[config.mk]
export PLATFORM = sky130hd
export DESIGN_NAME = drive_direct_round_robin_framer_unit
export DESIGN_NICKNAME = d
export VERILOG_FILES = /design/src/design/ddrrf_pkg.sv /design/src/design/ddrrf_ram.sv /design/src/design/ddrrf_ctrl.sv /design/src/design/ddrrf_dp.sv /design/src/design/drive_direct_round_robin_framer_unit.sv
export SDC_FILE = /design/constraint.sdc
export NUM_CORES = 1
export LEC_CHECK = 0
export BUFFER_PORTS_ARGS = -buffer_cell sky130_fd_sc_hd__buf_2
export CAP_MARGIN = 20
export CORE_ASPECT_RATIO = 1.2
export CORE_MARGIN = 3
export CORE_UTILIZATION = 30
export DETAILED_ROUTE_END_ITERATION = 7
export HOLD_SLACK_MARGIN = 0.05
export PLACE_DENSITY_LB_ADDON = 0.12
export RECOVER_POWER = 25
export SETUP_SLACK_MARGIN = 0.05
export SYNTH_ARGS = -nofsm -noshare
export SYNTH_HDL_FRONTEND = slang
export SYNTH_HIERARCHICAL = 1
export SYNTH_SLANG_ARGS = --single-unit
export TNS_END_PERCENT = 30
[constraint.sdc]
create_clock -name clk -period 6.1 [get_ports clk]
set_clock_uncertainty 0.15 [all_clocks]
set_input_delay 1.22 -clock clk [delete_from_list [all_inputs] [get_ports clk]]
set_output_delay 1.22 -clock clk [all_outputs]
set_load 0.02 [all_outputs]
[src/design/ddrrf_pkg.sv]
package ddrrf_pkg;

    localparam int MAX_ROBOTS_DEF = 16;

    localparam int ROBOT_W   = 4;
    localparam int SPEED_W   = 16;
    localparam int COUNT_W   = 5;
    localparam int BYTE_W    = 8;
    localparam int IN_DATA_W = 40;
    localparam int OUT_DATA_W = 16;

    localparam int FRAME_LEN = 7;
    localparam int BIDX_W    = 3;

    localparam logic [BYTE_W-1:0] HDR_START = 8'd128;
    localparam logic [BYTE_W-1:0] HDR_SAFE  = 8'd132;
    localparam logic [BYTE_W-1:0] HDR_DRIVE = 8'd145;

    localparam logic [BIDX_W-1:0] BYTE_START = 3'd0;
    localparam logic [BIDX_W-1:0] BYTE_SAFE  = 3'd1;
    localparam logic [BIDX_W-1:0] BYTE_DRIVE = 3'd2;
    localparam logic [BIDX_W-1:0] BYTE_R_HI  = 3'd3;
    localparam logic [BIDX_W-1:0] BYTE_R_LO  = 3'd4;
    localparam logic [BIDX_W-1:0] BYTE_L_HI  = 3'd5;
    localparam logic [BIDX_W-1:0] BYTE_L_LO  = 3'd6;

    localparam logic signed [SPEED_W+1:0] SPEED_LIMIT = 18'sd499;

    localparam logic MODE_SET  = 1'b0;
    localparam logic MODE_TICK = 1'b1;

    typedef enum logic [1:0] {
        ST_IDLE,
        ST_READ,
        ST_SEND
    } state_t;

    typedef struct packed {
        logic set;      // store speeds from the input word
        logic tick;     // latch served robot, start table read, move pointer
        logic shape;    // latch shaped speeds, restart byte index
        logic advance;  // step to next frame byte
    } cmd_t;

    typedef struct packed {
        logic last_byte;
    } status_t;

    // triple (when asked), then clamp to +/-499; returns 16-bit two's complement
    function automatic logic [SPEED_W-1:0] shape_speed(
        input logic signed [SPEED_W-1:0] s,
        input logic                      triple
    );
        logic signed [SPEED_W+1:0] ext;
        logic signed [SPEED_W+1:0] v;
        ext = (SPEED_W+2)'(s);
        v   = triple ? (ext + (ext <<< 1)) : ext;
        if (v > SPEED_LIMIT)
            v = SPEED_LIMIT;
        else if (v < -SPEED_LIMIT)
            v = -SPEED_LIMIT;
        return v[SPEED_W-1:0];
    endfunction

endpackage

[src/design/ddrrf_ram.sv]
module ddrrf_ram #(
    parameter int WIDTH = 32,
    parameter int DEPTH = 16
) (
    input  logic                                   clk,
    input  logic                                   we,
    input  logic [(DEPTH > 1 ? $clog2(DEPTH) : 1)-1:0] waddr,
    input  logic [WIDTH-1:0]                       wdata,
    input  logic                                   re,
    input  logic [(DEPTH > 1 ? $clog2(DEPTH) : 1)-1:0] raddr,
    output logic [WIDTH-1:0]                       rdata
);

    logic [WIDTH-1:0] mem_reg [DEPTH];
    logic [WIDTH-1:0] rdata_reg;

    always_ff @(posedge clk)
    begin
        if (we)
            mem_reg[waddr] <= wdata;
        if (re)
            rdata_reg <= mem_reg[raddr];
    end

    assign rdata = rdata_reg;

endmodule

[src/design/ddrrf_ctrl.sv]
module ddrrf_ctrl (
    input  logic                clk,
    input  logic                rst_n,
    input  logic                in_valid,
    input  logic                in_mode,
    output logic                in_ready,
    output logic                out_valid,
    input  logic                out_ready,
    output ddrrf_pkg::cmd_t     cmd,
    input  ddrrf_pkg::status_t  status
);

    ddrrf_pkg::state_t state_reg, state_next;

    always_ff @(posedge clk or negedge rst_n)
    begin
        if (!rst_n)
            state_reg <= ddrrf_pkg::ST_IDLE;
        else
            state_reg <= state_next;
    end

    always_comb
    begin
        state_next  = state_reg;
        in_ready    = 1'b0;
        out_valid   = 1'b0;
        cmd         = '0;
        unique case (state_reg)
            ddrrf_pkg::ST_IDLE:
            begin
                in_ready = 1'b1;
                if (in_valid)
                begin
                    if (in_mode == ddrrf_pkg::MODE_TICK)
                    begin
                        cmd.tick   = 1'b1;
                        state_next = ddrrf_pkg::ST_READ;
                    end
                    else
                        cmd.set = 1'b1;
                end
            end
            ddrrf_pkg::ST_READ:
            begin
                cmd.shape  = 1'b1;
                state_next = ddrrf_pkg::ST_SEND;
            end
            ddrrf_pkg::ST_SEND:
            begin
                out_valid = 1'b1;
                if (out_ready)
                begin
                    cmd.advance = 1'b1;
                    if (status.last_byte)
                        state_next = ddrrf_pkg::ST_IDLE;
                end
            end
            default:
                state_next = ddrrf_pkg::ST_IDLE;
        endcase
    end

endmodule

[src/design/ddrrf_dp.sv]
module ddrrf_dp #(
    parameter int MAX_ROBOTS = ddrrf_pkg::MAX_ROBOTS_DEF
) (
    input  logic                                 clk,
    input  logic                                 rst_n,
    input  logic                                 cfg_we,
    input  logic [ddrrf_pkg::COUNT_W-1:0]        cfg_wdata,
    input  logic [ddrrf_pkg::IN_DATA_W-1:0]      in_data,
    output logic [ddrrf_pkg::OUT_DATA_W-1:0]     out_data,
    output logic                                 out_last,
    input  ddrrf_pkg::cmd_t                      cmd,
    output ddrrf_pkg::status_t                   status
);

    localparam int IDX_W  = (MAX_ROBOTS > 1) ? $clog2(MAX_ROBOTS) : 1;
    localparam int CNT_W  = $clog2(MAX_ROBOTS + 1);
    localparam int CMP_W  = (CNT_W > ddrrf_pkg::COUNT_W) ? CNT_W : ddrrf_pkg::COUNT_W;
    localparam int RW_W   = IDX_W + ddrrf_pkg::ROBOT_W;
    localparam int TGT_W  = (IDX_W > ddrrf_pkg::ROBOT_W) ? IDX_W : ddrrf_pkg::ROBOT_W;
    localparam int WORD_W = 2 * ddrrf_pkg::SPEED_W;

    logic [ddrrf_pkg::ROBOT_W-1:0] in_robot;
    logic [ddrrf_pkg::SPEED_W-1:0] in_right;
    logic [ddrrf_pkg::SPEED_W-1:0] in_left;

    assign in_robot = in_data[ddrrf_pkg::ROBOT_W-1:0];
    assign in_right = in_data[ddrrf_pkg::ROBOT_W +: ddrrf_pkg::SPEED_W];
    assign in_left  = in_data[ddrrf_pkg::ROBOT_W + ddrrf_pkg::SPEED_W +: ddrrf_pkg::SPEED_W];

    logic [ddrrf_pkg::COUNT_W-1:0] count_reg;
    logic [IDX_W-1:0]              ptr_reg;
    logic [MAX_ROBOTS-1:0]         valid_reg;
    logic                          rd_valid_reg;
    logic [IDX_W-1:0]              who_reg;
    logic [ddrrf_pkg::SPEED_W-1:0] right_reg;
    logic [ddrrf_pkg::SPEED_W-1:0] left_reg;
    logic [ddrrf_pkg::BIDX_W-1:0]  bidx_reg;

    // effective count: 0 acts as 1, above capacity acts as MAX_ROBOTS
    logic [CMP_W-1:0] count_wide;
    logic [CNT_W-1:0] count_eff;

    always_comb
    begin
        count_wide = CMP_W'(count_reg);
        if (count_wide == '0)
            count_eff = CNT_W'(1);
        else if (count_wide > CMP_W'(MAX_ROBOTS))
            count_eff = CNT_W'(MAX_ROBOTS);
        else
            count_eff = count_wide[CNT_W-1:0];
    end

    logic [IDX_W-1:0] who;
    logic [CNT_W-1:0] who_plus;
    logic [IDX_W-1:0] ptr_next;

    assign who      = (CNT_W'(ptr_reg) < count_eff) ? ptr_reg : '0;
    assign who_plus = CNT_W'(who) + CNT_W'(1);
    assign ptr_next = (who_plus == count_eff) ? '0 : who_plus[IDX_W-1:0];

    logic [RW_W-1:0]  robot_wide;
    logic             set_ok;
    logic [IDX_W-1:0] waddr;

    assign robot_wide = RW_W'(in_robot);
    assign set_ok     = robot_wide < RW_W'(MAX_ROBOTS);
    assign waddr      = robot_wide[IDX_W-1:0];

    logic [WORD_W-1:0] rd_word;

    ddrrf_ram #(
        .WIDTH (WORD_W),
        .DEPTH (MAX_ROBOTS)
    ) u_speed_ram (
        .clk   (clk),
        .we    (cmd.set && set_ok),
        .waddr (waddr),
        .wdata ({in_left, in_right}),
        .re    (cmd.tick),
        .raddr (who),
        .rdata (rd_word)
    );

    always_ff @(posedge clk or negedge rst_n)
    begin
        if (!rst_n)
        begin
            count_reg <= ddrrf_pkg::COUNT_W'(1);
            ptr_reg   <= '0;
            valid_reg <= '0;
            bidx_reg  <= '0;
        end
        else
        begin
            if (cfg_we)
                count_reg <= cfg_wdata;
            if (cmd.set && set_ok)
                valid_reg[waddr] <= 1'b1;
            if (cmd.tick)
                ptr_reg <= ptr_next;
            if (cmd.shape)
                bidx_reg <= ddrrf_pkg::BYTE_START;
            else if (cmd.advance)
                bidx_reg <= bidx_reg + ddrrf_pkg::BIDX_W'(1);
        end
    end

    // never-written entries read as zero speed
    logic signed [ddrrf_pkg::SPEED_W-1:0] rs;
    logic signed [ddrrf_pkg::SPEED_W-1:0] ls;
    logic                                 triple;

    assign rs     = rd_valid_reg ? rd_word[ddrrf_pkg::SPEED_W-1:0] : '0;
    assign ls     = rd_valid_reg ? rd_word[WORD_W-1:ddrrf_pkg::SPEED_W] : '0;
    assign triple = (rs[ddrrf_pkg::SPEED_W-1] == ls[ddrrf_pkg::SPEED_W-1]);

    always_ff @(posedge clk)
    begin
        if (cmd.tick)
        begin
            who_reg      <= who;
            rd_valid_reg <= valid_reg[who];
        end
        if (cmd.shape)
        begin
            right_reg <= ddrrf_pkg::shape_speed(rs, triple);
            left_reg  <= ddrrf_pkg::shape_speed(ls, triple);
        end
    end

    logic [ddrrf_pkg::BYTE_W-1:0] frame_byte;
    logic [TGT_W-1:0]             who_wide;

    always_comb
    begin
        unique case (bidx_reg)
            ddrrf_pkg::BYTE_START: frame_byte = ddrrf_pkg::HDR_START;
            ddrrf_pkg::BYTE_SAFE:  frame_byte = ddrrf_pkg::HDR_SAFE;
            ddrrf_pkg::BYTE_DRIVE: frame_byte = ddrrf_pkg::HDR_DRIVE;
            ddrrf_pkg::BYTE_R_HI:  frame_byte = right_reg[15:8];
            ddrrf_pkg::BYTE_R_LO:  frame_byte = right_reg[7:0];
            ddrrf_pkg::BYTE_L_HI:  frame_byte = left_reg[15:8];
            ddrrf_pkg::BYTE_L_LO:  frame_byte = left_reg[7:0];
            default:               frame_byte = '0;
        endcase
    end

    assign who_wide         = TGT_W'(who_reg);
    assign out_data         = {4'b0000, who_wide[ddrrf_pkg::ROBOT_W-1:0], frame_byte};
    assign out_last         = (bidx_reg == ddrrf_pkg::BYTE_L_LO);
    assign status.last_byte = out_last;

endmodule

[src/design/drive_direct_round_robin_framer_unit.sv]
// channel  dir  tdata (low bit up)                           tuser  tlast
// s_axis   in   robot[3:0] right_speed[19:4] left_speed[35:20] mode   -
// m_axis   out  frame_byte[7:0] target_robot[11:8]            -      last
// cfg      in   cfg_wdata = robot_count, written when cfg_we
//
// A set word is accepted in IDLE and stores its speeds. A tick word is
// accepted in IDLE and starts the speed table read; READ shapes the speeds,
// then SEND gives the seven frame bytes, stalling while m_axis is not ready.
// s_axis_tready is low while a frame is in flight, so no new word is taken.
// Reset clears the speed table (per-entry valid bits), pointer and count=1.
module drive_direct_round_robin_framer_unit #(
    parameter int MAX_ROBOTS = ddrrf_pkg::MAX_ROBOTS_DEF
) (
    input  logic                              clk,
    input  logic                              rst_n,
    input  logic                              cfg_we,
    input  logic [ddrrf_pkg::COUNT_W-1:0]     cfg_wdata,
    input  logic                              s_axis_tvalid,
    output logic                              s_axis_tready,
    input  logic [ddrrf_pkg::IN_DATA_W-1:0]   s_axis_tdata,   // robot, right_speed, left_speed
    input  logic                              s_axis_tuser,   // mode
    output logic                              m_axis_tvalid,
    input  logic                              m_axis_tready,
    output logic [ddrrf_pkg::OUT_DATA_W-1:0]  m_axis_tdata,   // frame_byte, target_robot
    output logic                              m_axis_tlast
);

    ddrrf_pkg::cmd_t    cmd;
    ddrrf_pkg::status_t status;

    ddrrf_ctrl u_ctrl (
        .clk       (clk),
        .rst_n     (rst_n),
        .in_valid  (s_axis_tvalid),
        .in_mode   (s_axis_tuser),
        .in_ready  (s_axis_tready),
        .out_valid (m_axis_tvalid),
        .out_ready (m_axis_tready),
        .cmd       (cmd),
        .status    (status)
    );

    ddrrf_dp #(
        .MAX_ROBOTS (MAX_ROBOTS)
    ) u_dp (
        .clk       (clk),
        .rst_n     (rst_n),
        .cfg_we    (cfg_we),
        .cfg_wdata (cfg_wdata),
        .in_data   (s_axis_tdata),
        .out_data  (m_axis_tdata),
        .out_last  (m_axis_tlast),
        .cmd       (cmd),
        .status    (status)
    );

endmodule
==> results.json <==
{
  "cts_tree": "done",
  "dieArea_mm2": 0.0916,
  "rows": 118,
  "synth_area_per_cell_um2": 16.9,
  "die_h_um": 331,
  "p_per_area_mw_per_mm2": 444,
  "numCtsBuffers": 66,
  "timing.fmax_ghz": 0.227,
  "setup_violations": 0,
  "start_util_pct": 30.4,
  "gp_congestion": 0.798,
  "fin_nets": 1712,
  "yosysTopAreaCell": "edfxtp_1",
  "crit_required_ps": 6280,
  "postCtsHoldBufs": 0,
  "critPathMaxFanout": 24,
  "grtUsageTotal_pct": 14.5,
  "clock_latency_ps": 610,
  "final_cells": 2824,
  "syn_to_final_growth_pct": 14.4,
  "p_clk_share_pct": 28.7,
  "total_power_mw": 13.4,
  "synth_area_leaders": "edfxtp_1, mux4_2, dfrtp_1",
  "cts_buffer_depth": 3,
  "fp.coreArea_mm2": 0.0868,
  "mostFrequentLayoutCells": "edfxtp_1, mux4_2, nand2_1",
  "tightest_slew_ps": 1010,
  "synth_top_cell_area_share_pct": 66.1,
  "synth-edff-count": 581,
  "clkTransAtPathRegs_ps": 60,
  "worstSetupPathType": "register to register",
  "seq_power_share_pct": 38.5,
  "post-route-min-period_ps": 4410,
  "rsz0062_at_grt": "no",
  "synthArstFlopShare_pct": 4.91,
  "layout-drive-gt1-share_pct": 21.8,
  "synth_seq_cells": 611,
  "ios": 70,
  "viasPerCell": 5.08,
  "grt_max_degree": 55,
  "maxCapViolCount": 0,
  "cts.repair.resized": 0,
  "r2r_cells": 12,
  "h-tree-depth": 3,
  "grt_pass1_vias": 15200,
  "period_share_pct": 72.2,
  "hold_violations": 0,
  "final_common_cell": "edfxtp_1",
  "ir_drop_v": 0.000201,
  "min_path_cells": 1,
  "grt_pass1_wl_um": 99500,
  "slew_headroom_pct": 32.9,
  "die_w_um": 277,
  "ys_types": 100,
  "outcome": "completed",
  "min_to": "u_dp/valid_reg[0]",
  "p_sw_share_pct": 32.7,
  "cts_setup_buffers": 0,
  "p_int_mw": 9.01,
  "drcViolationCount": 0,
  "crit_path_end_kind": "register",
  "cp.arrival_ps": 4580,
  "p_sw_mw": 4.38,
  "wl_per_cell_um": 23.3,
  "slew_violations": 0,
  "synthesis.area_mm2": 0.0264,
  "antenna_found_initial": 6,
  "rrSetupSlack_ps": 1690,
  "drt-pass1-iter-count": 5,
  "hold_ws_ps": 315,
  "worstReg2RegEnd": "u_dp/left_reg[3]",
  "grt-ovfl-total": 0,
  "r2r-start": "u_dp/rd_valid_reg",
  "hp-class": "register to register",
  "synth_cells": 1560,
  "wirelength_um": 65900,
  "place_inst": 2708,
  "pwr-share-comb_pct": 32.8,
  "synthFlopType": "edfxtp_1",
  "start_kind": "register",
  "vias": 14300,
  "drt_iter0_drc": 947,
  "final_util_pct": 34.8,
  "ys.warnings.count": 6,
  "ant_nets": 0,
  "dp_hpwl_um": 40900,
  "synth_seq_area_share_pct": 69.0,
  "clock_sinks": 611,
  "largest_reg_flops": 512,
  "cts-root-buf": "clkbuf_16",
  "p_leak_nw": 9.73,
  "io_buffers": 61,
  "holdCritStartpoint": "u_dp/valid_reg[0]",
  "fin_setup_tns_ps": 0
}
-- critical path, stage by stage (launching register included) --
cell,delay [ps]
edfxtp_1,850
and2_1,250
ha_1,270
ha_1,320
o2111ai_1,160
a311oi_1,310
a311oi_1,90
or3_1,330
a21boi_1,280
o2111ai_2,200
nor4b_4,450
a21oi_2,130
o32a_1,340
-- synthesized netlist by cell type (7+ instances only) --
cell      number
edfxtp_1     581
mux4_2       132
nand2_1      100
a22oi_1       69
nor2_1        50
inv_1         43
clkbuf_1      37
o21ai_0       37
a21oi_1       35
and2_1        31
dfrtp_1       29
buf_2         27
ha_1          25
nand3_1       23
buf_4         18
a21o_1        16
a31oi_1       14
nor3_1        14
buf_1         12
nor2b_1       12
xnor2_1       11
o22ai_1       10
a211oi_1       9
o21bai_1       9
or3_1          9
a211oi_2       8
and3_1         8
o211ai_1       8
o31ai_1        8
nand2b_1       7
o21ai_1        7
-- worst max path at each step --
| stage | to | slack, ps | cells past startpoint | startpoint |
|---|---|---|---|---|
| after detailed placement | u_dp/left_reg[1] | 1650 | 12 | u_dp/rd_valid_reg |
| final | u_dp/left_reg[3] | 1690 | 12 | u_dp/rd_valid_reg |
| after CTS | u_dp/left_reg[1] | 1630 | 12 | u_dp/rd_valid_reg |
| after global placement | u_dp/left_reg[0] | 1600 | 12 | u_dp/rd_valid_reg |
| after floorplan | u_dp/u_speed_ram/mem_reg[0][0] | 750 | 3 | s_axis_tuser |
| after global routing | u_dp/left_reg[0] | 1230 | 12 | u_dp/rd_valid_reg |
-- per-stage QoR --
stage               worst slack (ps)  area (um2)
floorplan                        752       26400
global placement                1600       28200
detailed placement              1650       28200
CTS                             1630       30200
global route                    1230       30200
finish                          1690       30200
-- final cells by class --
| cell class | instances | area (um2) |
|---|---|---|
| antenna | 2 | 5.00 |
| multi-input combinational | 810 | 7690 |
| tap | 1140 | 1430 |
| clock inverter | 28 | 264 |
| fill | 8291 | 56600 |
| clock buffer | 86 | 1770 |
| inverter | 45 | 181 |
| timing repair buffer | 102 | 646 |
| sequential | 611 | 18200 |
-- logic make-up (layout without fill, tap and decap cells) --
group | Yosys count | after routing | synth area share (%)
other | 1 | 6 | 0.0142
DFF | 611 | 611 | 69.0
AOI/OAI and AO/OA | 318 | 318 | 8.98
xor gates and xnor gates | 19 | 19 | 0.688
muxes | 143 | 143 | 11.7
and+or+nand+nor | 301 | 301 | 5.98
buffers and inverters | 142 | 261 | 2.47
adders and majority gates | 25 | 25 | 1.19
-- routing by layer --
layer	vias to the layer above	routed length, um	global-route usage, %
li1	6473	-	-
met1	7477	27000	17.6
met2	290	34700	26.2
met3	94	2590	2.42
met4	2	1590	4.71
met5	-	11	0
-- power groups by stage --
stage	Combinational, mW	Clock [mW]	Sequential (mW)
finish	4.39	3.84	5.15
global route	4.83	4.16	5.18
CTS	4.49	4.00	5.15
detailed placement	4.48	0	5.24
global placement	4.46	0	5.23
floorplan	3.28	0	5.08
Power figures use the tool's default switching activity.
